### config.mk
export PLATFORM = sky130hd
export DESIGN_NAME = modem_power_up_sequencer
export DESIGN_NICKNAME = d
export VERILOG_FILES = /design/src/hw/rtl/mpus_pkg.sv /design/src/hw/rtl/modem_power_up_sequencer.sv /design/src/hw/rtl/mpus_cfg.sv /design/src/hw/rtl/mpus_core.sv
export SDC_FILE = /design/constraint.sdc
export NUM_CORES = 1
export LEC_CHECK = 0
export BUFFER_PORTS_ARGS = -buffer_cell sky130_fd_sc_hd__buf_2
export CELL_PAD_IN_SITES_DETAIL_PLACEMENT = 0
export CELL_PAD_IN_SITES_GLOBAL_PLACEMENT = 1
export CORE_ASPECT_RATIO = 1.5
export CORE_MARGIN = 5
export CORE_UTILIZATION = 43
export DETAILED_ROUTE_END_ITERATION = 6
export PLACE_DENSITY = 0.84
export REMOVE_ABC_BUFFERS = 1
export SLEW_MARGIN = 0
export SYNTH_ARGS = -nofsm -noshare
export SYNTH_HDL_FRONTEND = slang
export SYNTH_HIERARCHICAL = 1
export SYNTH_SLANG_ARGS = --single-unit
### constraint.sdc
create_clock -name aclk -period 4.28 [get_ports aclk]
set_input_delay 0.856 -clock aclk [delete_from_list [all_inputs] [get_ports aclk]]
set_output_delay 0.856 -clock aclk [all_outputs]
set_load 0.01 [all_outputs]
### src/hw/rtl/mpus_pkg.sv
// Shared types, codes and reset constants of the modem power-up sequencer.
package mpus_pkg;

    localparam int unsigned MS_W = 16;

    // Configuration register indexes
    localparam logic [2:0] CFG_DISCHARGE      = 3'd0;
    localparam logic [2:0] CFG_GOOD_TIMEOUT   = 3'd1;
    localparam logic [2:0] CFG_SETTLE         = 3'd2;
    localparam logic [2:0] CFG_KEY_HOLD       = 3'd3;
    localparam logic [2:0] CFG_STATUS_TIMEOUT = 3'd4;

    // Register reset values, in ms
    localparam logic [MS_W-1:0] RST_DISCHARGE_MS      = 16'd1000;
    localparam logic [MS_W-1:0] RST_GOOD_TIMEOUT_MS   = 16'd100;
    localparam logic [MS_W-1:0] RST_SETTLE_MS         = 16'd500;
    localparam logic [MS_W-1:0] RST_KEY_HOLD_MS       = 16'd1250;
    localparam logic [MS_W-1:0] RST_STATUS_TIMEOUT_MS = 16'd5000;

    // Encoded phase as reported on the result channel
    localparam logic [2:0] PH_CODE_IDLE        = 3'd0;
    localparam logic [2:0] PH_CODE_DISCHARGE   = 3'd1;
    localparam logic [2:0] PH_CODE_WAIT_GOOD   = 3'd2;
    localparam logic [2:0] PH_CODE_SETTLE      = 3'd3;
    localparam logic [2:0] PH_CODE_KEY_HOLD    = 3'd4;
    localparam logic [2:0] PH_CODE_WAIT_STATUS = 3'd5;
    localparam logic [2:0] PH_CODE_READY       = 3'd6;

    typedef enum logic [6:0] {
        PH_IDLE        = 7'b0000001,
        PH_DISCHARGE   = 7'b0000010,
        PH_WAIT_GOOD   = 7'b0000100,
        PH_SETTLE      = 7'b0001000,
        PH_KEY_HOLD    = 7'b0010000,
        PH_WAIT_STATUS = 7'b0100000,
        PH_READY       = 7'b1000000
    } phase_t;

    typedef struct packed {
        logic [MS_W-1:0] discharge_ms;
        logic [MS_W-1:0] good_timeout_ms;
        logic [MS_W-1:0] settle_ms;
        logic [MS_W-1:0] key_hold_ms;
        logic [MS_W-1:0] status_timeout_ms;
    } cfg_t;

    // Packed so that tick lands in bit 0
    typedef struct packed {
        logic error_event;
        logic status_level;
        logic power_good_level;
        logic tick;
    } in_item_t;

    // Packed so that supply_off lands in bit 0
    typedef struct packed {
        logic [2:0] phase_out;
        logic       ready_res;
        logic       good_pin_drive_low;
        logic       key_level;
        logic       supply_off;
    } out_item_t;

    function automatic logic [2:0] phase_code(input phase_t p);
        logic [2:0] c;
        unique case (p)
            PH_IDLE:        c = PH_CODE_IDLE;
            PH_DISCHARGE:   c = PH_CODE_DISCHARGE;
            PH_WAIT_GOOD:   c = PH_CODE_WAIT_GOOD;
            PH_SETTLE:      c = PH_CODE_SETTLE;
            PH_KEY_HOLD:    c = PH_CODE_KEY_HOLD;
            PH_WAIT_STATUS: c = PH_CODE_WAIT_STATUS;
            PH_READY:       c = PH_CODE_READY;
            default:        c = PH_CODE_IDLE;
        endcase
        return c;
    endfunction

endpackage

### src/hw/rtl/modem_power_up_sequencer.sv
// Top level of the modem power-up sequencer: stream channels around the phase core.
//
// Usage:
//   Slave channel (s_*) takes one transaction per sample step: a 1 ms tick flag, the
//   sampled power-good and status pin levels, and an error event. Each accepted
//   transaction yields exactly one result transaction on the master channel (m_*)
//   carrying the pin controls (supply off, key level, power-good drive low), the
//   ready flag and the encoded phase, all as they stand after that step.
//   Timeouts are set through the plain write port (cfg_wr_en/cfg_index/cfg_wdata),
//   index 0..4 in ms; other indexes are ignored. Write only while no transaction
//   is in flight.
// Timing:
//   Path: an accepted transaction passes through the input register, the phase step logic
//   (16-bit saturating count plus one compare) and the result register before m_tvalid rises.
//   Throughput is 1 transaction per cycle while m_tready stays high, as the phase register
//   and counter take one step per transaction.
// Reset (aresetn low, synchronous): phase idle, counter 0, supply cut, key released,
//   pin as input, timeouts to 1000/100/500/1250/5000 ms, both channels empty.
// Stall: while m_tready is low the result register holds; the input register still
//   takes one more transaction, then s_tready drops until the result is taken.
module modem_power_up_sequencer (
    input  logic        aclk,
    input  logic        aresetn,
    // configuration write port
    input  logic        cfg_wr_en,
    input  logic [2:0]  cfg_index,
    input  logic [15:0] cfg_wdata,
    // input channel
    input  logic        s_tvalid,
    output logic        s_tready,
    input  logic [7:0]  s_tdata,   // [0] tick, [1] power_good_level, [2] status_level,
                                   // [3] error_event, [7:4] zero
    // result channel
    output logic        m_tvalid,
    input  logic        m_tready,
    output logic [7:0]  m_tdata    // [0] supply_off, [1] key_level, [2] good_pin_drive_low,
                                   // [3] ready_res, [6:4] phase_out, [7] zero
);
    import mpus_pkg::*;

    cfg_t      cfg;
    in_item_t  in_item_reg;
    logic      in_vld_reg, in_vld_next;
    out_item_t out_item_reg;
    out_item_t step_res;
    logic      out_vld_reg, out_vld_next;
    logic      s_fire;
    logic      step_en;

    // the held item steps the core when the result register is free or being drained
    assign step_en  = in_vld_reg && (!out_vld_reg || m_tready);
    assign s_tready = !in_vld_reg || step_en;
    assign s_fire   = s_tvalid && s_tready;

    always_comb begin
        in_vld_next  = s_fire ? 1'b1 : (step_en ? 1'b0 : in_vld_reg);
        out_vld_next = step_en ? 1'b1 : ((out_vld_reg && m_tready) ? 1'b0 : out_vld_reg);
    end

    always_ff @(posedge aclk) begin
        if (!aresetn) begin
            in_vld_reg  <= 1'b0;
            out_vld_reg <= 1'b0;
        end else begin
            in_vld_reg  <= in_vld_next;
            out_vld_reg <= out_vld_next;
        end
    end

    // payload registers, no reset
    always_ff @(posedge aclk) begin
        if (s_fire) begin
            in_item_reg <= in_item_t'(s_tdata[3:0]);
        end
        if (step_en) begin
            out_item_reg <= step_res;
        end
    end

    mpus_cfg u_cfg (
        .aclk      (aclk),
        .aresetn   (aresetn),
        .cfg_wr_en (cfg_wr_en),
        .cfg_index (cfg_index),
        .cfg_wdata (cfg_wdata),
        .cfg       (cfg)
    );

    mpus_core u_core (
        .aclk    (aclk),
        .aresetn (aresetn),
        .step_en (step_en),
        .item    (in_item_reg),
        .cfg     (cfg),
        .res     (step_res)
    );

    assign m_tvalid = out_vld_reg;
    assign m_tdata  = {1'b0, out_item_reg};

endmodule

### src/hw/rtl/mpus_cfg.sv
// Timeout configuration registers of the modem power-up sequencer.
module mpus_cfg (
    input  logic                       aclk,
    input  logic                       aresetn,
    input  logic                       cfg_wr_en,
    input  logic [2:0]                 cfg_index,
    input  logic [mpus_pkg::MS_W-1:0]  cfg_wdata,
    output mpus_pkg::cfg_t             cfg
);
    import mpus_pkg::*;

    cfg_t cfg_reg;
    cfg_t cfg_next;

    always_comb begin
        cfg_next = cfg_reg;
        if (cfg_wr_en) begin
            unique case (cfg_index)
                CFG_DISCHARGE:      cfg_next.discharge_ms      = cfg_wdata;
                CFG_GOOD_TIMEOUT:   cfg_next.good_timeout_ms   = cfg_wdata;
                CFG_SETTLE:         cfg_next.settle_ms         = cfg_wdata;
                CFG_KEY_HOLD:       cfg_next.key_hold_ms       = cfg_wdata;
                CFG_STATUS_TIMEOUT: cfg_next.status_timeout_ms = cfg_wdata;
                default:            cfg_next = cfg_reg;  // unmapped index
            endcase
        end
    end

    always_ff @(posedge aclk) begin
        if (!aresetn) begin
            cfg_reg.discharge_ms      <= RST_DISCHARGE_MS;
            cfg_reg.good_timeout_ms   <= RST_GOOD_TIMEOUT_MS;
            cfg_reg.settle_ms         <= RST_SETTLE_MS;
            cfg_reg.key_hold_ms       <= RST_KEY_HOLD_MS;
            cfg_reg.status_timeout_ms <= RST_STATUS_TIMEOUT_MS;
        end else begin
            cfg_reg <= cfg_next;
        end
    end

    assign cfg = cfg_reg;

endmodule

### src/hw/rtl/mpus_core.sv
// Phase state machine and millisecond counter of the modem power-up sequencer.
module mpus_core (
    input  logic                 aclk,
    input  logic                 aresetn,
    input  logic                 step_en,
    input  mpus_pkg::in_item_t   item,
    input  mpus_pkg::cfg_t       cfg,
    output mpus_pkg::out_item_t  res
);
    import mpus_pkg::*;

    localparam logic [MS_W-1:0] MS_MAX = '1;

    phase_t          phase_reg, phase_next;
    logic [MS_W-1:0] elapsed_reg, elapsed_next;
    logic            supply_off_reg, supply_off_next;
    logic            key_level_reg, key_level_next;
    logic            drive_low_reg, drive_low_next;
    logic [MS_W-1:0] elapsed_cnt;

    // saturating count, taken before the phase action
    assign elapsed_cnt = (item.tick && (elapsed_reg != MS_MAX)) ?
                         elapsed_reg + 1'b1 : elapsed_reg;

    always_comb begin
        phase_next      = phase_reg;
        elapsed_next    = elapsed_cnt;
        supply_off_next = supply_off_reg;
        key_level_next  = key_level_reg;
        drive_low_next  = drive_low_reg;
        if (item.error_event) begin
            phase_next = PH_IDLE;  // pins keep their levels
        end else begin
            unique case (phase_reg)
                PH_DISCHARGE: begin
                    if (elapsed_cnt > cfg.discharge_ms) begin
                        drive_low_next  = 1'b0;
                        supply_off_next = 1'b0;
                        phase_next      = PH_WAIT_GOOD;
                        elapsed_next    = '0;
                    end
                end
                PH_WAIT_GOOD: begin
                    if (item.power_good_level) begin
                        phase_next   = PH_SETTLE;
                        elapsed_next = '0;
                    end else if (elapsed_cnt > cfg.good_timeout_ms) begin
                        phase_next = PH_IDLE;
                    end
                end
                PH_SETTLE: begin
                    if (elapsed_cnt > cfg.settle_ms) begin
                        key_level_next = 1'b0;
                        phase_next     = PH_KEY_HOLD;
                        elapsed_next   = '0;
                    end
                end
                PH_KEY_HOLD: begin
                    if (elapsed_cnt > cfg.key_hold_ms) begin
                        key_level_next = 1'b1;
                        phase_next     = PH_WAIT_STATUS;
                        elapsed_next   = '0;
                    end
                end
                PH_WAIT_STATUS: begin
                    if (item.status_level) begin
                        phase_next   = PH_READY;
                        elapsed_next = '0;
                    end else if (elapsed_cnt > cfg.status_timeout_ms) begin
                        phase_next = PH_IDLE;
                    end
                end
                PH_READY: begin
                    phase_next = PH_READY;
                end
                default: begin  // idle
                    supply_off_next = 1'b1;
                    drive_low_next  = 1'b1;
                    phase_next      = PH_DISCHARGE;
                    elapsed_next    = '0;
                end
            endcase
        end
    end

    always_ff @(posedge aclk) begin
        if (!aresetn) begin
            phase_reg      <= PH_IDLE;
            elapsed_reg    <= '0;
            supply_off_reg <= 1'b1;
            key_level_reg  <= 1'b1;
            drive_low_reg  <= 1'b0;
        end else if (step_en) begin
            phase_reg      <= phase_next;
            elapsed_reg    <= elapsed_next;
            supply_off_reg <= supply_off_next;
            key_level_reg  <= key_level_next;
            drive_low_reg  <= drive_low_next;
        end
    end

    // result shows the state after this step
    always_comb begin
        res.supply_off         = supply_off_next;
        res.key_level          = key_level_next;
        res.good_pin_drive_low = drive_low_next;
        res.ready_res          = (phase_next == PH_READY);
        res.phase_out          = phase_code(phase_next);
    end

`ifndef SYNTHESIS
    a_error_to_idle: assert property (@(posedge aclk) disable iff (!aresetn)
        (step_en && item.error_event) |=> (phase_reg == PH_IDLE))
        else $error("error event did not return to idle");

    a_ready_holds: assert property (@(posedge aclk) disable iff (!aresetn)
        (step_en && !item.error_event && phase_reg == PH_READY) |=> (phase_reg == PH_READY))
        else $error("ready phase left without error");

    a_discharge_pins: assert property (@(posedge aclk) disable iff (!aresetn)
        (phase_reg == PH_DISCHARGE) |-> (supply_off_reg && drive_low_reg))
        else $error("discharge phase with supply on or pin released");

    a_key_hold_pressed: assert property (@(posedge aclk) disable iff (!aresetn)
        (phase_reg == PH_KEY_HOLD) |-> !key_level_reg)
        else $error("key hold phase with key released");
`endif

endmodule

# Word-level counts from Yosys, hierarchy flattened

Cells that the tools add are included.
Widths: inputs -> output; s select.

Add/sub/neg operators: 1
$lt $le $gt $ge: 5
Eq/ne operators: 17
Muxes and demuxes: 32
Reductions and logical operators: 17

Operator list:

| cell                  | number |
|---|---|
| $mux 16               | 7 |
| $pmux 16 s6           | 1 |
| $gt 16x16->1          | 5 |
| $mux 7                | 8 |
| $pmux 7 s6            | 1 |
| $pmux 3 s6            | 1 |
| $add 16x1->16 const B | 1 |
| $ne 16x16->1 const B  | 1 |
| $eq 7x2->1 const B    | 2 |
| $eq 7x3->1 const B    | 2 |
| $eq 7x4->1 const B    | 2 |
| $eq 7x5->1 const B    | 2 |
| $eq 7x6->1 const B    | 2 |
| $eq 7x7->1 const B    | 2 |
| $mux 1                | 11 |
| $reduce_and 2->1      | 5 |
| $eq 3x2->1 const B    | 2 |
| $pmux 1 s2            | 3 |
| $reduce_or 5->1       | 1 |
| $logic_and 1x1->1     | 4 |
| $reduce_bool 2->1     | 2 |
| $eq 3x1->1 const B    | 1 |
| $eq 3x3->1 const B    | 1 |
| $logic_not 3->1       | 1 |
| other kinds (2)       | 4 |

Register bits after elaboration: 119
Output and inout port bits: 10

# Logic depth before layout (Yosys ltp)

Gate-level depths: netlist (run 1).

Depth in word-level cells: 10
Gate-level depth with buffers: 19
Depth with buffers taken out: 16

# Modules after synthesis

Netlist (run 1), hierarchy kept.

Modules (own cells, without submodules):

| module                   | times used | cells each | area each (µm²) |
|---|---|---|---|
| mpus_core                | 1          | 541        | 3941.3 |
| mpus_cfg                 | 1          | 299        | 3134.3 |
| modem_power_up_sequencer | 1          | 22         | 445.4 |

# Worst setup path after synthesis (run 1)

No wires, ideal clock.

Path kind: register -> register
From: reg u_core.elapsed_reg[0]
To: reg out_item_reg (netlist bit m_tdata[4]) (data pin)
Setup time: 0.263 ns
Arrival: 3.939 ns
Path slack: 0.078 ns
Stages on the path, launching flop included: 17
Period minus slack after synthesis: 4.202 ns
Cell sequence: dfxtp_1 -> clkbuf_1 -> clkbuf_1 -> nand3_1 -> nor2_1 -> nand3_1 -> nor2_1 -> xor2_1 -> ha_1 -> nand4_1 -> nor4_1 -> o21ai_0 -> o311a_1 -> o21ai_2 -> o211ai_2 -> o211a_1 -> a2111o_1

RTL lines:

| what                   | RTL line                       | text |
|---|---|---|
| start, declared        | mpus_core.sv:15                | `logic [MS_W-1:0] elapsed_reg, elapsed_next;` |
| start signal, assigned | mpus_core.sv:95                | `elapsed_reg <= elapsed_next;` |
| end signal, assigned   | modem_power_up_sequencer.sv:76 | `out_item_reg <= step_res;` |
| end, declared          | modem_power_up_sequencer.sv:44 | `out_item_t out_item_reg;` |

==> results of run 1 <==
-- what timing repair did --
action                                  CTS  global route
endpoints found under the setup margin    4            23
hold endpoints to repair                  0             0
resized for setup                         6            28
setup buffers                             1             4
pin swaps                                 7            28
hold buffers                              0             0
-- layout by cell type (no fill, tap or decap), types with 15 or more instances in the layout --
| master | count |
|---|---|
| nor2_1 | 31 |
| buf_4 | 72 |
| o21ai_0 | 15 |
| mux2i_1 | 83 |
| nand3_1 | 32 |
| clkbuf_16 | 18 |
| inv_1 | 85 |
| nand2_1 | 117 |
| nor2b_1 | 40 |
| nand4_1 | 20 |
| ha_1 | 73 |
| a21oi_1 | 42 |
| dfxtp_1 | 105 |
| buf_2 | 35 |
-- cell type report --
type	instances	area [um^2]	share of cell area, %
Clock inverter	7	67.6	0.745
Sequential cell	119	2500	27.5
Multi-Input combinational cell	611	4650	51.2
Inverter	85	319	3.52
Tap cell	213	267	2.94
Clock buffer	24	513	5.66
Timing Repair Buffer	110	758	8.36
-- cells by family after synthesis --
group           after synthesis  synth area share [%]
compound gates              124                  11.0
buf+inv                     132                  7.44
xor+xnor                     20                  2.88
other cells                   1                0.0499
fa+ha+maj                    76                  12.6
mux                          83                  11.0
flops                       119                  33.1
simple gates                307                  21.8
-- worst register-to-register path, stage by stage (launching register included) --
cell and delay (ps):
dfxtp_2 350, ha_4 140, nand4_1 90, o41a_1 410, and4_1 220, and3_4 190
nand3_4 100, xnor2_4 80, ha_1 280, nand4_1 240, nor4_2 390, buf_4 180
o21ai_2 50, o311a_1 370, o21ai_2 180, o211ai_2 120, o211a_1 240, a2111o_1 350
-- metrics by stage --
step	util (%)	power, W	TNS (ps)
after detailed placement	47.9	0.00139	-270
after CTS	51.4	0.00279	0
after global routing	52.5	0.00286	-408
final	52.5	0.00277	0
after global placement	47.9	0.00139	-328
after floorplan	-	0.00130	-2390
-- worst paths after layout --
check | startpoint | end | slack (ps)
max | u_core/elapsed_reg[1]$_SDFFE_PN0P_ | m_tdata[4]$_DFFE_PP_ | 50
min | u_cfg/cfg[51]$_SDFFE_PN0P_ | u_cfg/cfg[51]$_SDFFE_PN0P_ | 460
max reg2reg | u_core/elapsed_reg[1]$_SDFFE_PN0P_ | m_tdata[4]$_DFFE_PP_ | 50
min reg2reg | u_cfg/cfg[51]$_SDFFE_PN0P_ | u_cfg/cfg[51]$_SDFFE_PN0P_ | 460
-- power groups by stage --
stage / sequential, W / clock (W) / combinational, W
final: 0.00117 / 0.00140 / 0.000205
after global placement: 0.00119 / 0 / 0.000197
after detailed placement: 0.00119 / 0 / 0.000200
after global routing: 0.00117 / 0.00146 / 0.000225
after floorplan: 0.00119 / 0 / 0.000111
after CTS: 0.00117 / 0.00142 / 0.000202
-- per-layer routing --
metal  vias to the layer above  track usage, %  routed length, um
met3                        55            2.98                557
met2                       121            37.1              10600
met5                         -               0                  0
met4                         0            9.88                845
li1                       3174               -                  -
met1                      2968            21.3               8250
==> results.txt, run 1 <==
Clock Sinks = 119
Post-DP HPWL = 14.7 mm
status = finished clean
grt total ovfl = 0
synthesis warning total = 6
Fillers = 1626
RSZ-0062 raised after global routing = yes
Hold Vio Cnt, Final = 0
TritonRoute pass-1 iters = 4
dpl cells = 1134
Setup-failing EPs final = 0
Crit path arrival time = 4390 ps
vias in the first global route = 6410
pin count of the biggest net entering global routing = 85
final WL = 20.2 mm
stages on the worst setup path = 17
Final Max Slew Viols = 0
Peak Freq = 0.236 GHz
Critical Path RT = 4440 ps
sw power = 0.000650 W
synth cell count leaders = 117 x nand2_1, 108 x dfxtp_1, 85 x inv_1
Max-cap violations = 0
row count = 59
Seq/Total Area, Yosys = 33.1%
hold path cells = 2
Static Leak = 4.26 nW
top post-synthesis cells by area = dfxtp_1 29%, ha_1 13%, mux2i_1 11%
leading cell type by number of instances after synthesis = nand2_1
synthesized cell area = 7520 um^2
area leader, netlist = dfxtp_1
Hold Slack = 459 ps
startpoint types = register
Cell Count, Final, Fillers Out = 1169
DIE WIDTH = 118 um
prevailing post-synth register cell = dfxtp_1
part of the power in registers = 42.1%
post-route setup slack = 51.6 ps
cell area after placement = 8270 um^2
Port Buf Inserts = 36
Crit-path slowest cell = o41a_1
H-Tree Depth = 4
Max VDD drop = 0.000190 V
asr flop ratio synth = 0%
TritonCTS Buffers = 17
P&R area growth vs syn = 20.5%
final net count = 1052
Clock Skew = 7.21 ps
CTS tree = yes
Pwr Density = 305 nW/um^2
crit path cell chain = ha_4 -> nand4_1 -> o41a_1 -> and4_1 -> and3_4 -> nand3_4 -> xnor2_4 -> ha_1 -> nand4_1 -> nor4_2 -> buf_4 -> o21ai_2 -> o311a_1 -> o21ai_2 -> o211ai_2 -> o211a_1 -> a2111o_1
Vias/cell = 5.40
root buf cell = clkbuf_16
CP max stage delay = 410 ps
first-pass GRT wire length = 31.9 mm
setup slack at placement = -160 ps
Register-to-Register Path Depth = 17
DRT antenna net count = 0
CTS clk-pin slew, worst paths = 60 ps
combinational share of power = 7.4%
Yosys reg bits = 119
Routed WL per cell = 17.3 um
final instance area = 9070 um^2
initial DRC count = 323
CORE AREA = 17300 um^2
clk_lat worst skew = 420 ps
io pins = 42
Longest Clk Path Bufs = 2
Crit Path Class = register to register
HP Class = register to register
vias = 6318
Worst slew margin = 34.4%
Net Sw Frac = 23.5%
DIE AREA = 20300 um^2
clock power share = 50.5%
flip-flop count of the largest register after layout = 80
crit path max fanout = 5
delay-heaviest family, CP = compound AO/OA/AOI/OAI gates
global placer's final weighted congestion = 0.902
Power Internal = 0.00212 W
crit path time final = 4230 ps
die height = 172 um
EDFF count, synth = 11
starting density of the core = 43.5%
initial antenna violation count = 0
top-area cell type share of the netlist area = 28.7%
Antenna Cells = 0
# DRC = 0
average cell area after synthesis = 8.73 um^2
Distinct cells, synth = 74
measured slew at the worst slew-check pin = 983 ps
Final period util = 98.8%
critical path capture point type = register
proportion of layout cells with a drive suffix above 1 = 18.9%
CP Buf/Inv Count = 1
Cells after Synth = 862
Total GRT Usage = 19.7%
Power figures use the tool's default switching activity.
==> run 2, diff against run 1 <==
- CORE_UTILIZATION: 43 -> 44
- CTS_BUF_LIST: unset -> sky130_fd_sc_hd__clkbuf_4
- PLACE_DENSITY: 0.84 -> 0.85
==> results.txt, run 2 (synthesis results as in run 1) <==
cts hold-fix bufs = 0
FF+latch area = 2490 um^2
Setup-failing EPs final = 0
CORE AREA = 16800 um^2
Crit path arrival time = 4450 ps
critical path capture point type = register
Max-cap violations = 0
Post-Route Setup TNS = 0 ps
DIE AREA = 19900 um^2
Hold Vio Cnt, Final = 0
io pins = 42
pin count of the biggest net entering global routing = 64
root buf cell = clkbuf_4
Post-DP HPWL = 14.6 mm
proportion of layout cells with a drive suffix above 1 = 19.3%
clk_lat worst skew = 520 ps
Port Buf Inserts = 36
HP Class = register to register
commonest non-fill, non-tap cells in the layout = 117 x nand2_1, 106 x dfxtp_1, 85 x inv_1, 83 x mux2i_1, 75 x buf_4
Crit Path Class = register to register
RR Endpoint = m_tdata[4]$_DFFE_PP_
measured slew at the worst slew-check pin = 950 ps
global placer's final weighted congestion = 0.932
Pwr Density = 245 nW/um^2
Fillers = 1545
crit path time final = 4190 ps
CTS tree = yes
Longest Clk Path Bufs = 2
Power Internal = 0.00158 W
reg-to-reg startpoint = u_core/elapsed_reg[1]$_SDFFE_PN0P_
P&R area growth vs syn = 17.3%
Static Leak = 4.13 nW
Routed WL per cell = 16.8 um
DIE WIDTH = 117 um
clock power share = 36.5%
r2r setup slk = 90 ps
first-pass GRT wire length = 30.7 mm
final WL = 19.7 mm
grt total ovfl = 0
row count = 58
Critical Path RT = 4540 ps
HP Start = u_cfg/cfg[76]$_SDFFE_PN0P_
vias in the first global route = 6201
Worst slew margin = 36.6%
sw power = 0.000573 W
Vias/cell = 5.40
initial antenna violation count = 1
most common cell after layout, fill and taps aside = nand2_1
vias = 6321
Total GRT Usage = 19.8%
final net count = 1056
Multi-input gate area = 4700 um^2
crit path max fanout = 4
startpoint types = register
Clock Skew = 21.0 ps
Final period util = 97.9%
hold path cells = 2
DRT antenna net count = 0
TritonRoute pass-1 iters = 5
# DRC = 0
combinational share of power = 9.6%
Register-to-Register Path Depth = 16
Net Sw Frac = 26.6%
Hold Path Sink = u_cfg/cfg[76]$_SDFFE_PN0P_
Max VDD drop = 0.000166 V
Clock Sinks = 119
initial DRC count = 323
part of the power in registers = 54.0%
H-Tree Depth = 4
CTS clk-pin slew, worst paths = 110 ps
Peak Freq = 0.239 GHz
Final Max Slew Viols = 0
die height = 170 um
starting density of the core = 44.9%
status = finished clean
post-route setup slack = 90.3 ps
setup slack at placement = -74.1 ps
TritonCTS Buffers = 17
flip-flop count of the largest register after layout = 80
## run 2: cell type report
| cell class | instances | share of cell area [%] |
|---|---|---|
| Multi-Input combinational cell | 611 | 53.3 |
| Tap cell | 210 | 2.98 |
| Inverter | 85 | 3.62 |
| Timing Repair Buffer | 114 | 8.88 |
| Clock buffer | 20 | 1.70 |
| Antenna cell | 1 | 0.0284 |
| Sequential cell | 119 | 28.3 |
| Clock inverter | 11 | 1.25 |
## run 2: layer usage
layer  track usage [%]  part of all wire, %  vias up
li1                  -                    -     3179
met1              21.9                   41     2984
met2              35.6                   52      114
met3              2.45                  2.4       44
met4              11.4                  4.5        0
met5                 0                    0        -
## run 2: worst max path at each step
| stage | from | depth (start not counted) | endpoint |
|---|---|---|---|
| after global placement | u_core/elapsed_reg[0]$_SDFFE_PN0P_ | 17 | m_tdata[4]$_DFFE_PP_ |
| after detailed placement | u_core/elapsed_reg[0]$_SDFFE_PN0P_ | 17 | m_tdata[4]$_DFFE_PP_ |
| final | u_core/elapsed_reg[1]$_SDFFE_PN0P_ | 16 | m_tdata[4]$_DFFE_PP_ |
| after CTS | u_core/elapsed_reg[0]$_SDFFE_PN0P_ | 16 | m_tdata[4]$_DFFE_PP_ |
| after global routing | u_core/elapsed_reg[1]$_SDFFE_PN0P_ | 18 | m_tdata[4]$_DFFE_PP_ |
| after floorplan | u_core/elapsed_reg[0]$_SDFFE_PN0P_ | 15 | u_core/elapsed_reg[12]$_SDFFE_PN0P_ |
## run 2: critical path, stage by stage (launching register included)
cell,delay (ps)
dfxtp_2,370
ha_4,140
nand4_1,100
o41a_1,430
and4_1,200
and3_4,190
xor2_4,170
ha_4,270
nand4_1,220
nor4_2,360
buf_4,160
o21ai_0,70
o311a_1,380
o21ai_2,150
o211ai_2,110
o211a_1,250
a2111o_1,350
## run 2: timing repair
action | in CTS | in global routing
buffers inserted | 0 | 7
resized for setup | 3 | 33
pin swaps | 2 | 26
setup endpoints to repair | 3 | 23
## run 2: stage by stage
stage               power (W)  cells  instance area, um^2  hold slack [ps]  util (%)
finish                0.00216   1171                 8820              463      52.6
global route          0.00225   1171                 8820              454      52.6
CTS                   0.00218   1163                 8540              454      51.0
detailed placement    0.00139   1132                 8260              448      49.3
global placement      0.00138   1132                 8260              442      49.3
floorplan             0.00130    815                 7280              435         -
## run 2: power groups by stage
stage	Sequential, W	Clock, W	Combinational [W]
after detailed placement	0.00119	0	0.000198
after floorplan	0.00119	0	0.000111
after global routing	0.00117	0.000858	0.000226
after global placement	0.00119	0	0.000195
final	0.00117	0.000787	0.000206
after CTS	0.00116	0.000812	0.000199
